**config.mk**
```make
export PLATFORM = sky130hd
export DESIGN_NAME = soil_moisture_conditioner_flat
export DESIGN_NICKNAME = d
export VERILOG_FILES = /design/src/hdl/smc_pkg.sv /design/src/hdl/smc_req_if.sv /design/src/hdl/smc_rsp_if.sv /design/src/hdl/smc_csr_if.sv /design/src/hdl/soil_moisture_conditioner.sv /design/src/flat_wrapper.sv
export SDC_FILE = /design/constraint.sdc
export NUM_CORES = 1
export LEC_CHECK = 0
export ABC_CLOCK_PERIOD_IN_PS = 12190
export BUFFER_PORTS_ARGS = -buffer_cell sky130_fd_sc_hd__buf_2
export CAP_MARGIN = 10
export CORE_UTILIZATION = 50
export DETAILED_ROUTE_END_ITERATION = 10
export HOLD_SLACK_MARGIN = 0.1
export PLACE_DENSITY = 0.69
export SLEW_MARGIN = 40
export SYNTH_ARGS = -nofsm -noshare
export SYNTH_HDL_FRONTEND = slang
export SYNTH_SLANG_ARGS = --single-unit
```
**constraint.sdc**
```tcl
create_clock -name clock -period 12.19 [get_ports clock]
set_input_delay 2.438 -clock clock [delete_from_list [all_inputs] [get_ports clock]]
set_output_delay 2.438 -clock clock [all_outputs]
set_load 0.05 [all_outputs]
```
**src/hdl/smc_pkg.sv**
```systemverilog
// shared types and constants of the soil moisture conditioner
`timescale 1ns / 1ps

package smc_pkg;

   localparam int FRAC_BITS    = 8;
   localparam int HUM_BITS     = 15;
   localparam int CSR_IDX_BITS = 2;

   localparam logic [HUM_BITS-1:0] OLD_WEIGHT = 15'd179;
   localparam logic [HUM_BITS-1:0] NEW_WEIGHT = 15'd77;
   localparam logic [HUM_BITS-1:0] FULL_SCALE = 15'd25600;

   localparam logic [15:0] DRY_RESET   = 16'd4094;
   localparam logic [15:0] WET_RESET   = 16'd1740;
   localparam logic [15:0] FLOOR_RESET = 16'd100;

   localparam logic [CSR_IDX_BITS-1:0] CSR_DRY_POINT   = 2'd0;
   localparam logic [CSR_IDX_BITS-1:0] CSR_WET_POINT   = 2'd1;
   localparam logic [CSR_IDX_BITS-1:0] CSR_NOISE_FLOOR = 2'd2;

   typedef enum logic [3:0] {
      ST_IDLE,
      ST_SCAN,
      ST_TRIM,
      ST_DIV_MEAN,
      ST_LAG_OLD,
      ST_LAG_NEW,
      ST_LEVEL,
      ST_HUM_MUL,
      ST_HUM_DIV,
      ST_OUT
   } smc_state_type;

endpackage

```
**src/hdl/smc_req_if.sv**
```systemverilog
// sample input channel
`timescale 1ns / 1ps

interface smc_req_if #(
   parameter int SAMPLE_BITS = 12
);
   logic                   valid;
   logic                   ready;
   logic [SAMPLE_BITS-1:0] sample;

   modport source (output valid, output sample, input ready);
   modport sink   (input valid, input sample, output ready);
endinterface

```
**src/hdl/smc_rsp_if.sv**
```systemverilog
// result output channel
`timescale 1ns / 1ps

interface smc_rsp_if #(
   parameter int SAMPLE_BITS = 12
);
   import smc_pkg::*;

   logic                   valid;
   logic                   ready;
   logic [HUM_BITS-1:0]    humidity;
   logic [SAMPLE_BITS-1:0] filtered_level;
   logic [SAMPLE_BITS-1:0] window_mean;

   modport source (output valid, output humidity, output filtered_level,
                   output window_mean, input ready);
   modport sink   (input valid, input humidity, input filtered_level,
                   input window_mean, output ready);
endinterface

```
**src/hdl/smc_csr_if.sv**
```systemverilog
// register write channel
`timescale 1ns / 1ps

interface smc_csr_if #(
   parameter int SAMPLE_BITS = 12
);
   import smc_pkg::*;

   logic                    valid;
   logic                    ready;
   logic [CSR_IDX_BITS-1:0] index;
   logic [SAMPLE_BITS-1:0]  data;

   modport source (output valid, output index, output data, input ready);
   modport sink   (input valid, input index, input data, output ready);
endinterface

```
**src/hdl/soil_moisture_conditioner.sv**
```systemverilog
// soil moisture conditioner: trimmed window mean, lag filter, humidity mapping
//
// channel    dir  payload                                  handshake
// req_chan   in   sample                                   valid/ready
// rsp_chan   out  humidity, filtered_level, window_mean    valid/ready
// csr_chan   in   index, data                              valid/ready, always ready
//
// a sample that does not close a window is stored and the block stays idle
// the closing sample runs a scan over the window, a reciprocal multiply for the mean,
// the lag filter and level steps, a humidity multiply, then a bit-serial division
// reset clears fill count, filter state and the output valid flag, loads the calibration defaults
// a result waiting on rsp_chan does not block input; the next result stalls until it is taken
`timescale 1ns / 1ps

module soil_moisture_conditioner #(
   parameter int WINDOW_SIZE = 6,
   parameter int SAMPLE_BITS = 12
) (
   input  logic      clock,
   input  logic      reset,
   smc_req_if.sink   req_chan,
   smc_rsp_if.source rsp_chan,
   smc_csr_if.sink   csr_chan
);
   import smc_pkg::*;

   localparam int SB   = SAMPLE_BITS;
   localparam int IDXW = $clog2(WINDOW_SIZE);
   localparam int SUMW = SB + $clog2(WINDOW_SIZE);
   localparam int LAGW = SB + FRAC_BITS;
   localparam int NUMW = SB + HUM_BITS;
   localparam int ACCW = LAGW + HUM_BITS;
   localparam int CNTW = $clog2(NUMW);

   localparam int     TRIM_N  = WINDOW_SIZE - 2;
   localparam int     RSH     = SUMW + $clog2(TRIM_N);
   localparam int     RCPW    = SUMW + 1;
   localparam int     TPW     = SUMW + RCPW;
   localparam longint RCP_VAL = ((longint'(1) << RSH) + longint'(TRIM_N) - 1) /
                                longint'(TRIM_N);

   localparam logic [IDXW-1:0] LAST_IDX = IDXW'(WINDOW_SIZE - 1);
   localparam logic [CNTW-1:0] LAST_CNT = CNTW'(NUMW - 1);
   localparam logic [RCPW-1:0] TRIM_RCP = RCPW'(RCP_VAL);

   smc_state_type state_ff, state_in;

   logic [SB-1:0]   window_ff [WINDOW_SIZE];
   logic [IDXW-1:0] fill_ff, fill_in;
   logic [IDXW-1:0] idx_ff, idx_in;
   logic [SUMW-1:0] sum_ff, sum_in;
   logic [SB-1:0]   lo_ff, lo_in;
   logic [SB-1:0]   hi_ff, hi_in;
   logic [SB-1:0]   div_rem_ff, div_rem_in;
   logic [NUMW-1:0] div_quo_ff, div_quo_in;
   logic [CNTW-1:0] div_cnt_ff, div_cnt_in;
   logic [ACCW-1:0] acc_ff, acc_in;
   logic [LAGW-1:0] lag_ff, lag_in;
   logic [SB-1:0]   mean_ff, mean_in;
   logic [SB-1:0]   level_ff, level_in;
   logic [SB-1:0]   diff_mag_ff, diff_mag_in;
   logic [SB-1:0]   span_mag_ff, span_mag_in;
   logic            hum_zero_ff, hum_zero_in;
   logic [SB-1:0]   dry_ff, wet_ff, floor_ff;

   logic                rsp_valid_ff, rsp_valid_in;
   logic [HUM_BITS-1:0] rsp_hum_ff, rsp_hum_in;
   logic [SB-1:0]       rsp_level_ff, rsp_level_in;
   logic [SB-1:0]       rsp_mean_ff, rsp_mean_in;

   logic            req_fire;
   logic            out_free;
   logic [SB-1:0]   win_rd;
   logic [TPW-1:0]  trim_prod;
   logic [SB-1:0]   divisor;
   logic [SB:0]     rem_sh, rem_diff;
   logic            rem_ge;
   logic [LAGW-1:0] mul_a;
   logic [HUM_BITS-1:0] mul_b;
   logic [ACCW-1:0] product;
   logic [ACCW-1:0] lag_sum;
   logic [SB-1:0]   mean_src;
   logic [LAGW-1:0] fresh;
   logic [SB-1:0]   level_raw, level_nf;
   logic [SB:0]     diff_s, span_s;

   assign req_chan.ready = (state_ff == ST_IDLE);
   assign req_fire       = req_chan.valid && req_chan.ready;
   assign csr_chan.ready = 1'b1;
   assign out_free       = !rsp_valid_ff || rsp_chan.ready;

   assign rsp_chan.valid          = rsp_valid_ff;
   assign rsp_chan.humidity       = rsp_hum_ff;
   assign rsp_chan.filtered_level = rsp_level_ff;
   assign rsp_chan.window_mean    = rsp_mean_ff;

   // window read for the scan
   assign win_rd = window_ff[idx_ff];

   // trimmed sum times the reciprocal of the trimmed window size
   assign trim_prod = TPW'(div_quo_ff[SUMW-1:0]) * TPW'(TRIM_RCP);

   // restoring divider step for the humidity division
   assign divisor  = span_mag_ff;
   assign rem_sh   = {div_rem_ff, div_quo_ff[NUMW-1]};
   assign rem_diff = rem_sh - {1'b0, divisor};
   assign rem_ge   = !rem_diff[SB];

   // shared multiplier
   assign mean_src = (state_ff == ST_LAG_OLD) ? div_quo_ff[SB-1:0] : mean_ff;
   assign fresh    = {mean_src, {FRAC_BITS{1'b0}}};
   assign product  = ACCW'(mul_a) * ACCW'(mul_b);
   assign lag_sum  = acc_ff + product;

   always_comb begin
      mul_a = fresh;
      mul_b = NEW_WEIGHT;
      unique case (state_ff)
         ST_LAG_OLD: begin
            mul_a = (lag_ff == '0) ? fresh : lag_ff;
            mul_b = OLD_WEIGHT;
         end
         ST_HUM_MUL: begin
            mul_a = LAGW'(diff_mag_ff);
            mul_b = FULL_SCALE;
         end
         default: begin
            mul_a = fresh;
            mul_b = NEW_WEIGHT;
         end
      endcase
   end

   // level after noise floor and signed distances from the dry point
   assign level_raw = lag_ff[LAGW-1:FRAC_BITS];
   assign level_nf  = (level_raw < floor_ff) ? '0 : level_raw;
   assign diff_s    = {1'b0, dry_ff} - {1'b0, level_nf};
   assign span_s    = {1'b0, dry_ff} - {1'b0, wet_ff};

   always_comb begin
      state_in     = state_ff;
      fill_in      = fill_ff;
      idx_in       = idx_ff;
      sum_in       = sum_ff;
      lo_in        = lo_ff;
      hi_in        = hi_ff;
      div_rem_in   = div_rem_ff;
      div_quo_in   = div_quo_ff;
      div_cnt_in   = div_cnt_ff;
      acc_in       = acc_ff;
      lag_in       = lag_ff;
      mean_in      = mean_ff;
      level_in     = level_ff;
      diff_mag_in  = diff_mag_ff;
      span_mag_in  = span_mag_ff;
      hum_zero_in  = hum_zero_ff;
      rsp_valid_in = rsp_valid_ff && !rsp_chan.ready;
      rsp_hum_in   = rsp_hum_ff;
      rsp_level_in = rsp_level_ff;
      rsp_mean_in  = rsp_mean_ff;

      unique case (state_ff)
         ST_IDLE: begin
            if (req_fire) begin
               if (fill_ff == LAST_IDX) begin
                  fill_in  = '0;
                  idx_in   = '0;
                  state_in = ST_SCAN;
               end else begin
                  fill_in = fill_ff + 1'b1;
               end
            end
         end
         ST_SCAN: begin
            if (idx_ff == '0) begin
               sum_in = SUMW'(win_rd);
               lo_in  = win_rd;
               hi_in  = win_rd;
            end else begin
               sum_in = sum_ff + SUMW'(win_rd);
               if (win_rd < lo_ff) lo_in = win_rd;
               if (win_rd > hi_ff) hi_in = win_rd;
            end
            if (idx_ff == LAST_IDX) begin
               state_in = ST_TRIM;
            end else begin
               idx_in = idx_ff + 1'b1;
            end
         end
         ST_TRIM: begin
            div_quo_in = NUMW'(sum_ff - SUMW'(lo_ff) - SUMW'(hi_ff));
            div_rem_in = '0;
            div_cnt_in = '0;
            state_in   = ST_DIV_MEAN;
         end
         ST_DIV_MEAN: begin
            div_quo_in = NUMW'(trim_prod[RSH+SB-1:RSH]);
            state_in   = ST_LAG_OLD;
         end
         ST_HUM_DIV: begin
            div_rem_in = rem_ge ? rem_diff[SB-1:0] : rem_sh[SB-1:0];
            div_quo_in = {div_quo_ff[NUMW-2:0], rem_ge};
            div_cnt_in = div_cnt_ff + 1'b1;
            if (div_cnt_ff == LAST_CNT) begin
               state_in = ST_OUT;
            end
         end
         ST_LAG_OLD: begin
            mean_in  = div_quo_ff[SB-1:0];
            acc_in   = product;
            state_in = ST_LAG_NEW;
         end
         ST_LAG_NEW: begin
            lag_in   = lag_sum[LAGW+FRAC_BITS-1:FRAC_BITS];
            state_in = ST_LEVEL;
         end
         ST_LEVEL: begin
            level_in    = level_nf;
            diff_mag_in = diff_s[SB] ? SB'(-diff_s) : diff_s[SB-1:0];
            span_mag_in = span_s[SB] ? SB'(-span_s) : span_s[SB-1:0];
            hum_zero_in = (span_s == '0) ||
                          ((diff_s != '0) && (diff_s[SB] != span_s[SB]));
            state_in    = ST_HUM_MUL;
         end
         ST_HUM_MUL: begin
            div_quo_in = product[NUMW-1:0];
            div_rem_in = '0;
            div_cnt_in = '0;
            state_in   = ST_HUM_DIV;
         end
         ST_OUT: begin
            if (out_free) begin
               rsp_valid_in = 1'b1;
               if (hum_zero_ff) begin
                  rsp_hum_in = '0;
               end else if (div_quo_ff > NUMW'(FULL_SCALE)) begin
                  rsp_hum_in = FULL_SCALE;
               end else begin
                  rsp_hum_in = div_quo_ff[HUM_BITS-1:0];
               end
               rsp_level_in = level_ff;
               rsp_mean_in  = mean_ff;
               state_in     = ST_IDLE;
            end
         end
         default: begin
            state_in = ST_IDLE;
         end
      endcase
   end

   always_ff @(posedge clock) begin
      if (reset) begin
         state_ff <= ST_IDLE;
      end else begin
         state_ff <= state_in;
      end
   end

   always_ff @(posedge clock) begin
      if (reset) begin
         fill_ff      <= '0;
         lag_ff       <= '0;
         rsp_valid_ff <= 1'b0;
         dry_ff       <= SB'(DRY_RESET);
         wet_ff       <= SB'(WET_RESET);
         floor_ff     <= SB'(FLOOR_RESET);
      end else begin
         fill_ff      <= fill_in;
         lag_ff       <= lag_in;
         rsp_valid_ff <= rsp_valid_in;
         if (csr_chan.valid && csr_chan.ready) begin
            unique case (csr_chan.index)
               CSR_DRY_POINT:   dry_ff   <= csr_chan.data;
               CSR_WET_POINT:   wet_ff   <= csr_chan.data;
               CSR_NOISE_FLOOR: floor_ff <= csr_chan.data;
               default: begin
               end
            endcase
         end
      end
   end

   always_ff @(posedge clock) begin
      if (req_fire) begin
         window_ff[fill_ff] <= req_chan.sample;
      end
      idx_ff       <= idx_in;
      sum_ff       <= sum_in;
      lo_ff        <= lo_in;
      hi_ff        <= hi_in;
      div_rem_ff   <= div_rem_in;
      div_quo_ff   <= div_quo_in;
      div_cnt_ff   <= div_cnt_in;
      acc_ff       <= acc_in;
      mean_ff      <= mean_in;
      level_ff     <= level_in;
      diff_mag_ff  <= diff_mag_in;
      span_mag_ff  <= span_mag_in;
      hum_zero_ff  <= hum_zero_in;
      rsp_hum_ff   <= rsp_hum_in;
      rsp_level_ff <= rsp_level_in;
      rsp_mean_ff  <= rsp_mean_in;
   end

endmodule
```
**src/flat_wrapper.sv**
```systemverilog
// flat-port wrapper written by rule: the top's interface ports become plain ports
module soil_moisture_conditioner_flat import smc_pkg::*;
#(
   parameter int WINDOW_SIZE = 6,
   parameter int SAMPLE_BITS = 12
)
  (clock, reset, req_chan_valid, req_chan_sample, req_chan_ready, rsp_chan_valid, rsp_chan_humidity, rsp_chan_filtered_level, rsp_chan_window_mean, rsp_chan_ready, csr_chan_valid, csr_chan_index, csr_chan_data, csr_chan_ready);
  smc_req_if #(.SAMPLE_BITS(SAMPLE_BITS)) req_chan_i ();
  smc_rsp_if #(.SAMPLE_BITS(SAMPLE_BITS)) rsp_chan_i ();
  smc_csr_if #(.SAMPLE_BITS(SAMPLE_BITS)) csr_chan_i ();
  input  logic clock;
  input  logic reset;
  input wire logic [$bits(req_chan_i.valid)-1:0] req_chan_valid;
  input wire logic [$bits(req_chan_i.sample)-1:0] req_chan_sample;
  output wire logic [$bits(req_chan_i.ready)-1:0] req_chan_ready;
  output wire logic [$bits(rsp_chan_i.valid)-1:0] rsp_chan_valid;
  output wire logic [$bits(rsp_chan_i.humidity)-1:0] rsp_chan_humidity;
  output wire logic [$bits(rsp_chan_i.filtered_level)-1:0] rsp_chan_filtered_level;
  output wire logic [$bits(rsp_chan_i.window_mean)-1:0] rsp_chan_window_mean;
  input wire logic [$bits(rsp_chan_i.ready)-1:0] rsp_chan_ready;
  input wire logic [$bits(csr_chan_i.valid)-1:0] csr_chan_valid;
  input wire logic [$bits(csr_chan_i.index)-1:0] csr_chan_index;
  input wire logic [$bits(csr_chan_i.data)-1:0] csr_chan_data;
  output wire logic [$bits(csr_chan_i.ready)-1:0] csr_chan_ready;
  assign req_chan_i.valid = req_chan_valid;
  assign req_chan_i.sample = req_chan_sample;
  assign req_chan_ready = req_chan_i.ready;
  assign rsp_chan_valid = rsp_chan_i.valid;
  assign rsp_chan_humidity = rsp_chan_i.humidity;
  assign rsp_chan_filtered_level = rsp_chan_i.filtered_level;
  assign rsp_chan_window_mean = rsp_chan_i.window_mean;
  assign rsp_chan_i.ready = rsp_chan_ready;
  assign csr_chan_i.valid = csr_chan_valid;
  assign csr_chan_i.index = csr_chan_index;
  assign csr_chan_i.data = csr_chan_data;
  assign csr_chan_ready = csr_chan_i.ready;
  soil_moisture_conditioner #(.WINDOW_SIZE(WINDOW_SIZE), .SAMPLE_BITS(SAMPLE_BITS)) u_core (.clock(clock), .reset(reset), .req_chan(req_chan_i), .rsp_chan(rsp_chan_i), .csr_chan(csr_chan_i));
endmodule
```
==> out/metrics.yaml, run 1 <==
status: "complete, no violations"
gp_congestion: 0.9096
area_delta_synth_final_pct: 10.51
fin_worst_skew_ps: 14.89
sw_frac_of_total_pct: 45.42
clock_latency_ps: 570
p_leak_nw: 11.64
finalCritPeriodShare_pct: 83.33
r2r_end: "u_core.lag_ff[18]"
wirelength_um: 57890
rrSetupSlack_ps: 2030
holdWs_ps: 414.2
cp_max_fo: 25
fmax_ghz: 0.09844
synth_ff_type: "edfxtp_1"
cts_tree: "yes"
drt_iter0_markers: 1128
finalInstanceArea_um2: 26900
ys_seq_area_share_pct: 38.82
cp_top_family: "adder cells"
relSlewSlack_pct: 41.24
grt_pass1_wl_um: 92380
rsz0062_at_grt: "no"
start_util_pct: 50.88
min_to: "u_core.rsp_chan.filtered_level[10]"
final.setup.worst_slack_ps: 2032
syn_inst: 2312
crit_buf_inv: 7
grtUsageMet1_pct: 31.55
power.switching_w: 0.003211
grt_max_degree: 71
grt_usage_pct: 23.91
core-area_um2: 47850
r2r_cells: 35
synth.ff_latch_count: 341
dpl_cell_area_um2: 25610
place_ws_ps: 2133
cts_buffers: 41
ys_types: 80
postCtsSetupRepairBufs: 0
critPathArrivalTime_ps: 10670
p_int_w: 0.003859
cts_resized: 0
critPathKind: "reg2reg"
dieHeight_um: 222.6
max_cap_violations: 0
dieArea_um2: 49570
min_delay_path_depth: 0
vias: 16880
finalHoldViolCount: 0
fp.dieW_um: 222.6
crit_path_end_kind: "register"
setup_viol: 0
grt_util_met2_pct: 40.28
drtAntennaViolNets: 0
synthArstFlopShare_pct: 0
syn_area_um2: 24340
cts_hold_buf: 0
p_seq_share_pct: 21.6
cts_sinks: 341
avgSynthCellArea_um2: 10.53
required_ps: 12700
power_density_nw_per_um2: 262.8
timing.rr.start: "u_core.state_ff[3]"
first_pass_iters: 7
ir_drop_mv: 0.2201
min_from: "u_core.level_ff[10]"
dp_hpwl_um: 44650
cts_root_buf: "clkbuf_16"
nets: 2859
clkPwrFrac_pct: 16.5
antenna_found_initial: 2
critPathLaunchType: "register"
vias_per_cell: 5.495
synth_edf_count: 262
fillCellCount: 4149
overflow: 0
drc: 0
ios: 73
hp-class: "reg2reg"
pwr-share-comb_pct: 61.9
post_drt_wl_per_cell_um: 18.84
grt_pass1_vias: 16940
busiest_layer: "met2"
finalMaxSlewViolations: 0
cts.htree.levels: 2
total_power_w: 0.007070
synth_warnings: 0
cp_num_cells: 35
clockBufferDepth: 3
fin_setup_tns_ps: 0
critPathMaxStageDelay_ps: 710
drive_above_1_share_pct: 8.265
cts.clk_slew.worst_paths_ps: 60
min_period_ps: 10160
final_cell_mix: "318 x inv_1, 262 x edfxtp_1, 255 x ha_1"
num_rows: 80
final_common_cell: "inv_1"
portBuffers: 71
worst_pin_slew_ps: 876.2
crit_path_top_delay_cell: "nor2_1"
gr-usage-met3_pct: 3.875
-- through the flow --
stage | utilization [%] | instances
finish | 56.22 | 3072
global route | 56.22 | 3071
CTS | 56.19 | 3071
detailed placement | 53.53 | 2995
global placement | 53.46 | 2995
floorplan | - | 2342
-- registers in the layout, summed over array words and instances, names as in the netlist, named ones only --
signal,count
u_core.idx_ff,3
u_core.rsp_chan.valid,1
u_core.window_ff,72
u_core.dry_ff,12
u_core.mean_ff,12
u_core.lo_ff,12
u_core.rsp_chan.window_mean,12
u_core.level_ff,12
u_core.hum_zero_ff,1
u_core.div_quo_ff,27
u_core.rsp_chan.humidity,15
u_core.acc_ff,28
u_core.divisor,12
u_core.hi_ff,12
u_core.div_cnt_ff,5
u_core.fill_ff,3
u_core.state_ff,4
u_core.rsp_chan.filtered_level,12
u_core.diff_mag_ff,12
u_core.floor_ff,12
u_core.sum_ff,15
u_core.lag_ff,20
u_core.div_rem_ff,12
u_core.wet_ff,12
-- per-layer routing --
layer / vias to the layer above / routed length, um
li1: 8178 / -
met1: 8185 / 24870
met3: 85 / 3186
met5: - / 17
met2: 432 / 28180
met4: 2 / 1632
-- kinds of logic after synthesis --
logic type	synth area share, %
DFF	38.82
xor gates and xnor gates	4.498
other	0.03085
buffers and inverters	5.829
and+or+nand+nor	11.95
adders and majority gates	25.44
AOI/OAI and AO/OA	11.33
muxes	2.102
-- layout make-up --
class                   count  area, um2  area share [%]
flip-flops and latches    341       9449           35.13
repair buffers             95      535.5           1.991
well taps                 615      769.5           2.860
multi-input cells        1625      13680           50.84
inverters                 319       1197           4.451
diodes                      1      2.502        0.009302
clock inverters            19      143.9          0.5349
clock buffers              57       1127           4.191
-- power by group through the flow --
stage | clock (W) | sequential (W) | combinational (W)
after floorplan | 0 | 0.00151 | 0.00331
after global placement | 0 | 0.00154 | 0.00421
after detailed placement | 0 | 0.00155 | 0.00430
after CTS | 0.00119 | 0.00152 | 0.00434
after global routing | 0.00123 | 0.00153 | 0.00492
final | 0.00117 | 0.00153 | 0.00438
-- Yosys cell counts (20+ instances only) --
cell type    n  area share (%)
fa_1       150              12
a21o_1      31            0.96
nor2_1     170             2.6
a21oi_1    150             3.1
mux2i_1     23            0.95
ha_1       255              13
clkbuf_1    48            0.74
edfxtp_1   262              32
nand2_1    182             2.8
a211o_1     24            0.86
and2_1      53             1.4
nand3_1     25            0.51
inv_1      318             4.9
xor2_1      40             1.4
nor3_1      29            0.60
o21ai_0     59             1.2
nor2b_1     41             1.1
dfxtp_1     79             6.5
xnor2_1     85             3.1
o21a_1      20            0.62
nand2b_1    24            0.62
-- worst max-delay path by stage --
stage / start / end
after floorplan: u_core.state_ff[3] / u_core.lag_ff[18]
after global placement: u_core.state_ff[3] / u_core.lag_ff[19]
after detailed placement: u_core.state_ff[3] / u_core.lag_ff[18]
after CTS: u_core.state_ff[3] / u_core.lag_ff[18]
after global routing: u_core.state_ff[3] / u_core.lag_ff[18]
final: u_core.state_ff[3] / u_core.lag_ff[18]
No activity file was read; power rests on OpenSTA's default activity.
==> run 2: changes to the inputs <==
--- a/config.mk
+++ b/config.mk
@@ -5,7 +5,8 @@
 export SDC_FILE = /design/constraint.sdc
 export NUM_CORES = 1
 export LEC_CHECK = 0
-export ABC_CLOCK_PERIOD_IN_PS = 12190
+export ABC_AREA = 1
+export ABC_CLOCK_PERIOD_IN_PS = 10450
 export BUFFER_PORTS_ARGS = -buffer_cell sky130_fd_sc_hd__buf_2
 export CAP_MARGIN = 10
 export CORE_UTILIZATION = 50
==> constraint.sdc (replaced) <==
create_clock -name clock -period 10.45 [get_ports clock]
set_input_delay 2.09 -clock clock [delete_from_list [all_inputs] [get_ports clock]]
set_output_delay 2.09 -clock clock [all_outputs]
set_load 0.05 [all_outputs]
==> run 2 against run 1 <==
Compared with the run above: die area up 8.9%; critical path depth grew 1; synthesized cell count increased by 34%; core utilization fell by 0.74 points; design area up 8.2%; clock skew rose by 3.8 ps; non-clock buffer count decreased by 9; critical endpoint unchanged; largest cell class unchanged.
==> out/metrics.yaml, run 2 <==
clockBufferDepth: 3
core-area_um2: 52450
rrSetupSlack_ps: 1390
synth_ff_type: "edfxtp_1"
synth_edf_count: 262
cts_buffers: 39
fin_setup_tns_ps: 0
setup_viol: 0
gp_congestion: 1.002
fp.dieW_um: 232.4
start_util_pct: 50.59
critPathLaunchType: "register"
cts.htree.levels: 2
crit_path_top_delay_cell: "nand2_2"
drtAntennaViolNets: 0
num_rows: 84
syn_area_um2: 26530
grt_usage_pct: 27.68
synth_largest_area_cell: "edfxtp_1"
max_flop_register: "u_core.window_ff"
n_antenna_cell: 0
cp_top_family: "adder cells"
top_regs: "u_core.window_ff x72, u_core.acc_ff x28, u_core.div_quo_ff x27"
dp_hpwl_um: 59210
first_pass_iters: 5
cts_resized: 0
ios: 73
portBuffers: 71
worst_pin_slew_ps: 862.6
cts_tree: "yes"
hp-class: "reg2reg"
synthArstFlopShare_pct: 0
grt_pass1_wl_um: 116400
required_ps: 10900
cts_hold_buf: 0
cpMostUsedCell: "nand2_1"
drt_iter0_markers: 1609
synth_top_cell_area_share_pct: 29.65
vias_per_cell: 5.428
min_period_ps: 9064
final_cell_mix: "593 x nand2_1, 592 x inv_1, 262 x edfxtp_1"
max_cap_violations: 0
status: "complete, no violations"
ys_seq_area_share_pct: 35.61
postCtsSetupRepairBufs: 0
finalMaxSlewViolations: 0
critPathMaxStageDelay_ps: 630
nets: 3649
wirelength_um: 73070
cts_root_buf: "clkbuf_16"
crit_path_end_kind: "register"
fmax_ghz: 0.1103
grt_max_degree: 40
largest_reg_flops: 72
crit_buf_inv: 6
final_common_cell: "nand2_1"
relSlewSlack_pct: 42.29
critPathKind: "reg2reg"
cts_sinks: 341
post_drt_wl_per_cell_um: 18.59
finalHoldViolCount: 0
rsz0062_at_grt: "no"
dieHeight_um: 232.4
drive_above_1_share_pct: 6.660
place_ws_ps: 1454
yosysMostFrequentCell: "nand2_1"
clock_latency_ps: 560
vias: 21340
syn_inst: 3106
grt_pass1_vias: 21710
dieArea_um2: 53990
synth_area_leaders: "edfxtp_1 30%, ha_1 12%, fa_1 11%"
fin_worst_skew_ps: 18.64
cts.clk_slew.worst_paths_ps: 60
avgSynthCellArea_um2: 8.543
area_delta_synth_final_pct: 9.662
overflow: 0
finalCritPeriodShare_pct: 86.73
critPathArrivalTime_ps: 9520
synth_commonest_cells: "594 x nand2_1, 592 x inv_1, 262 x edfxtp_1"
final.setup.worst_slack_ps: 1386
synth_warnings: 0
antenna_found_initial: 0
ys_types: 62
synth.ff_latch_count: 341
cp_max_fo: 31
drc: 0
-- run 2: layout make-up --
class | instances | area [um2]
inverter | 606 | 2275
multi-input combinational | 2139 | 14760
timing repair buffer | 86 | 467.9
clock buffer | 50 | 1102
sequential | 341 | 9450
fill | 4727 | 23350
clock inverter | 21 | 178.9
tap | 688 | 860.8
-- run 2: logic make-up after synthesis --
group           share of synthesized area (%)
flops                                   35.61
fa+ha+maj                               23.34
buf+inv                                 9.445
compound gates                          10.26
other cells                           0.02830
simple gates                            18.32
xor+xnor                                2.994
-- run 2: worst paths after layout --
path / from / to / cells past startpoint
setup / recovery: u_core.state_ff[0] / u_core.lag_ff[18] / 36
hold / removal: u_core.level_ff[3] / u_core.rsp_chan.filtered_level[3] / 0
setup reg to reg: u_core.state_ff[0] / u_core.lag_ff[18] / 36
hold reg to reg: u_core.level_ff[3] / u_core.rsp_chan.filtered_level[3] / 0
-- run 2: per-stage QoR --
step	utilization [%]	hold slack, ps	cell area [um2]	instances
global placement	52.96	401.7	27780	3860
detailed placement	53.00	406.6	27800	3860
CTS	55.44	420.7	29080	3931
global route	55.48	424.2	29100	3931
finish	55.48	420.2	29100	3931
floorplan	-	400.3	26650	3136
-- run 2: worst reg2reg max path, delay by kind of cell (launching register included) --
kind,cells,cell delay [ps]
AND/OR/NAND/NOR,13,1960
AO/OA/AOI/OAI,8,1980
buffers and inverters,6,370
XOR/XNOR,1,450
adder cells (fa/ha/maj),8,3780
flip-flops,1,450
-- run 2: layer usage --
layer	track usage (%)	vias to the layer above	part of all wire, %
met4	9.025	0	3.2
met5	0	-	0
met3	3.585	126	5.1
met1	36.16	10250	44
met2	47.27	612	48
li1	-	10360	-
Power of run 2 is not shown: default switching activity piles up to over one toggle a cycle in this logic, so the estimate is an artifact.
==> run 3: changes to the inputs <==
--- a/config.mk
+++ b/config.mk
@@ -9,10 +9,10 @@
 export ABC_CLOCK_PERIOD_IN_PS = 10450
 export BUFFER_PORTS_ARGS = -buffer_cell sky130_fd_sc_hd__buf_2
 export CAP_MARGIN = 10
-export CORE_UTILIZATION = 50
+export CORE_UTILIZATION = 40
 export DETAILED_ROUTE_END_ITERATION = 10
 export HOLD_SLACK_MARGIN = 0.1
-export PLACE_DENSITY = 0.69
+export PLACE_DENSITY = 0.58
 export SLEW_MARGIN = 40
 export SYNTH_ARGS = -nofsm -noshare
 export SYNTH_HDL_FRONTEND = slang
==> run 3 against run 2 <==
Compared with the run above: global-route usage down 6.1 points; critical path type unchanged; critical endpoint is now u_core.lag_ff[10]; critical path depth up 1; core utilization down 11 points; setup slack worse by 110 ps; highest routed layer unchanged; flip-flop and latch count unchanged.
==> out/metrics.yaml, run 3 (synthesized netlist as in run 2, its figures left out) <==
grt_max_degree: 41
max_flop_register: "u_core.window_ff"
max_cap_violations: 0
grt_usage_pct: 21.56
post_drt_wl_per_cell_um: 17.33
cts_buffers: 38
first_pass_iters: 5
rrSetupSlack_ps: 1280
core-area_um2: 65750
cp_max_fo: 11
clockBufferDepth: 3
crit_path_end_kind: "register"
finalHoldViolCount: 0
place_ws_ps: 1326
nets: 3659
worst_pin_slew_ps: 796.1
cts_root_buf: "clkbuf_16"
critPathArrivalTime_ps: 9630
drc: 0
dieArea_um2: 67370
cts.clk_slew.worst_paths_ps: 70
top_regs: "u_core.window_ff x72, u_core.acc_ff x28, u_core.div_quo_ff x27"
cpMostUsedCell: "nand2_1"
min_period_ps: 9173
finalMaxSlewViolations: 0
grt_pass1_vias: 20200
fin_worst_skew_ps: 22.87
drt_iter0_markers: 1326
area_delta_synth_final_pct: 10.58
finalCritPeriodShare_pct: 87.78
drive_above_1_share_pct: 6.642
crit_path_top_delay_cell: "fa_1"
cts_hold_buf: 0
postCtsSetupRepairBufs: 0
fmax_ghz: 0.1090
antenna_found_initial: 1
portBuffers: 71
gp_congestion: 0.9800
status: "complete, no violations"
cts_tree: "yes"
num_rows: 94
fp.dieW_um: 259.6
largest_reg_flops: 72
cts_resized: 0
final.setup.worst_slack_ps: 1277
start_util_pct: 40.36
critPathKind: "reg2reg"
required_ps: 10910
critPathMaxStageDelay_ps: 550
ios: 73
rsz0062_at_grt: "no"
cts.htree.levels: 2
relSlewSlack_pct: 46.74
setup_viol: 0
hp-class: "reg2reg"
critPathLaunchType: "register"
final_cell_mix: "593 x nand2_1, 592 x inv_1, 262 x edfxtp_1"
cts_sinks: 341
clock_latency_ps: 570
drtAntennaViolNets: 0
grt_pass1_wl_um: 112500
dp_hpwl_um: 57550
dieHeight_um: 259.6
fin_setup_tns_ps: 0
wirelength_um: 71350
final_common_cell: "nand2_1"
vias_per_cell: 4.997
overflow: 0
vias: 20570
-- run 3: worst paths after layout --
check,from,end,cells past startpoint
worst min register to register,u_core.level_ff[8],u_core.rsp_chan.filtered_level[8],0
worst max register to register,u_core.lag_ff[19],u_core.lag_ff[10],37
worst min-delay path,u_core.level_ff[8],u_core.rsp_chan.filtered_level[8],0
worst max-delay path,u_core.lag_ff[19],u_core.lag_ff[10],37
-- run 3: worst max-delay path: cells and delay by family (launching register included) --
family | cells | cell delay (ps)
xor gates and xnor gates | 1 | 450
AOI/OAI and AO/OA | 5 | 1620
adders and majority gates | 8 | 3650
buffers and inverters | 8 | 900
DFF | 1 | 360
and+or+nand+nor | 15 | 2070
-- run 3: per-layer routing --
layer / global-route usage [%] / vias up / part of all wire (%)
li1: - / 10370 / -
met1: 29.20 / 9674 / 46
met2: 35.58 / 422 / 46
met3: 2.705 / 102 / 4.5
met4: 7.141 / 0 / 3.2
met5: 0 / - / 0
-- run 3: final cells by class --
type / count / area [um2]
clock inverters: 25 / 236.5
inverters: 606 / 2275
flip-flops and latches: 341 / 9450
clock buffers: 44 / 973.4
well taps: 864 / 1081
fillers: 6514 / 36400
diodes: 1 / 2.502
repair buffers: 97 / 570.5
multi-input cells: 2139 / 14750
-- run 3: through the flow --
stage	hold slack (ps)	instance area, um2	utilization (%)	instances
2_1_floorplan	400.3	26650	-	3136
3_3_place_gp	402.5	28080	42.71	4046
3_5_place_dp	405.2	28100	42.74	4046
4_1_cts	414.5	29310	44.58	4115
5_1_grt	418.9	29340	44.63	4117
6_report	414.4	29340	44.63	4117
Power of run 3 is left out for the same reason.
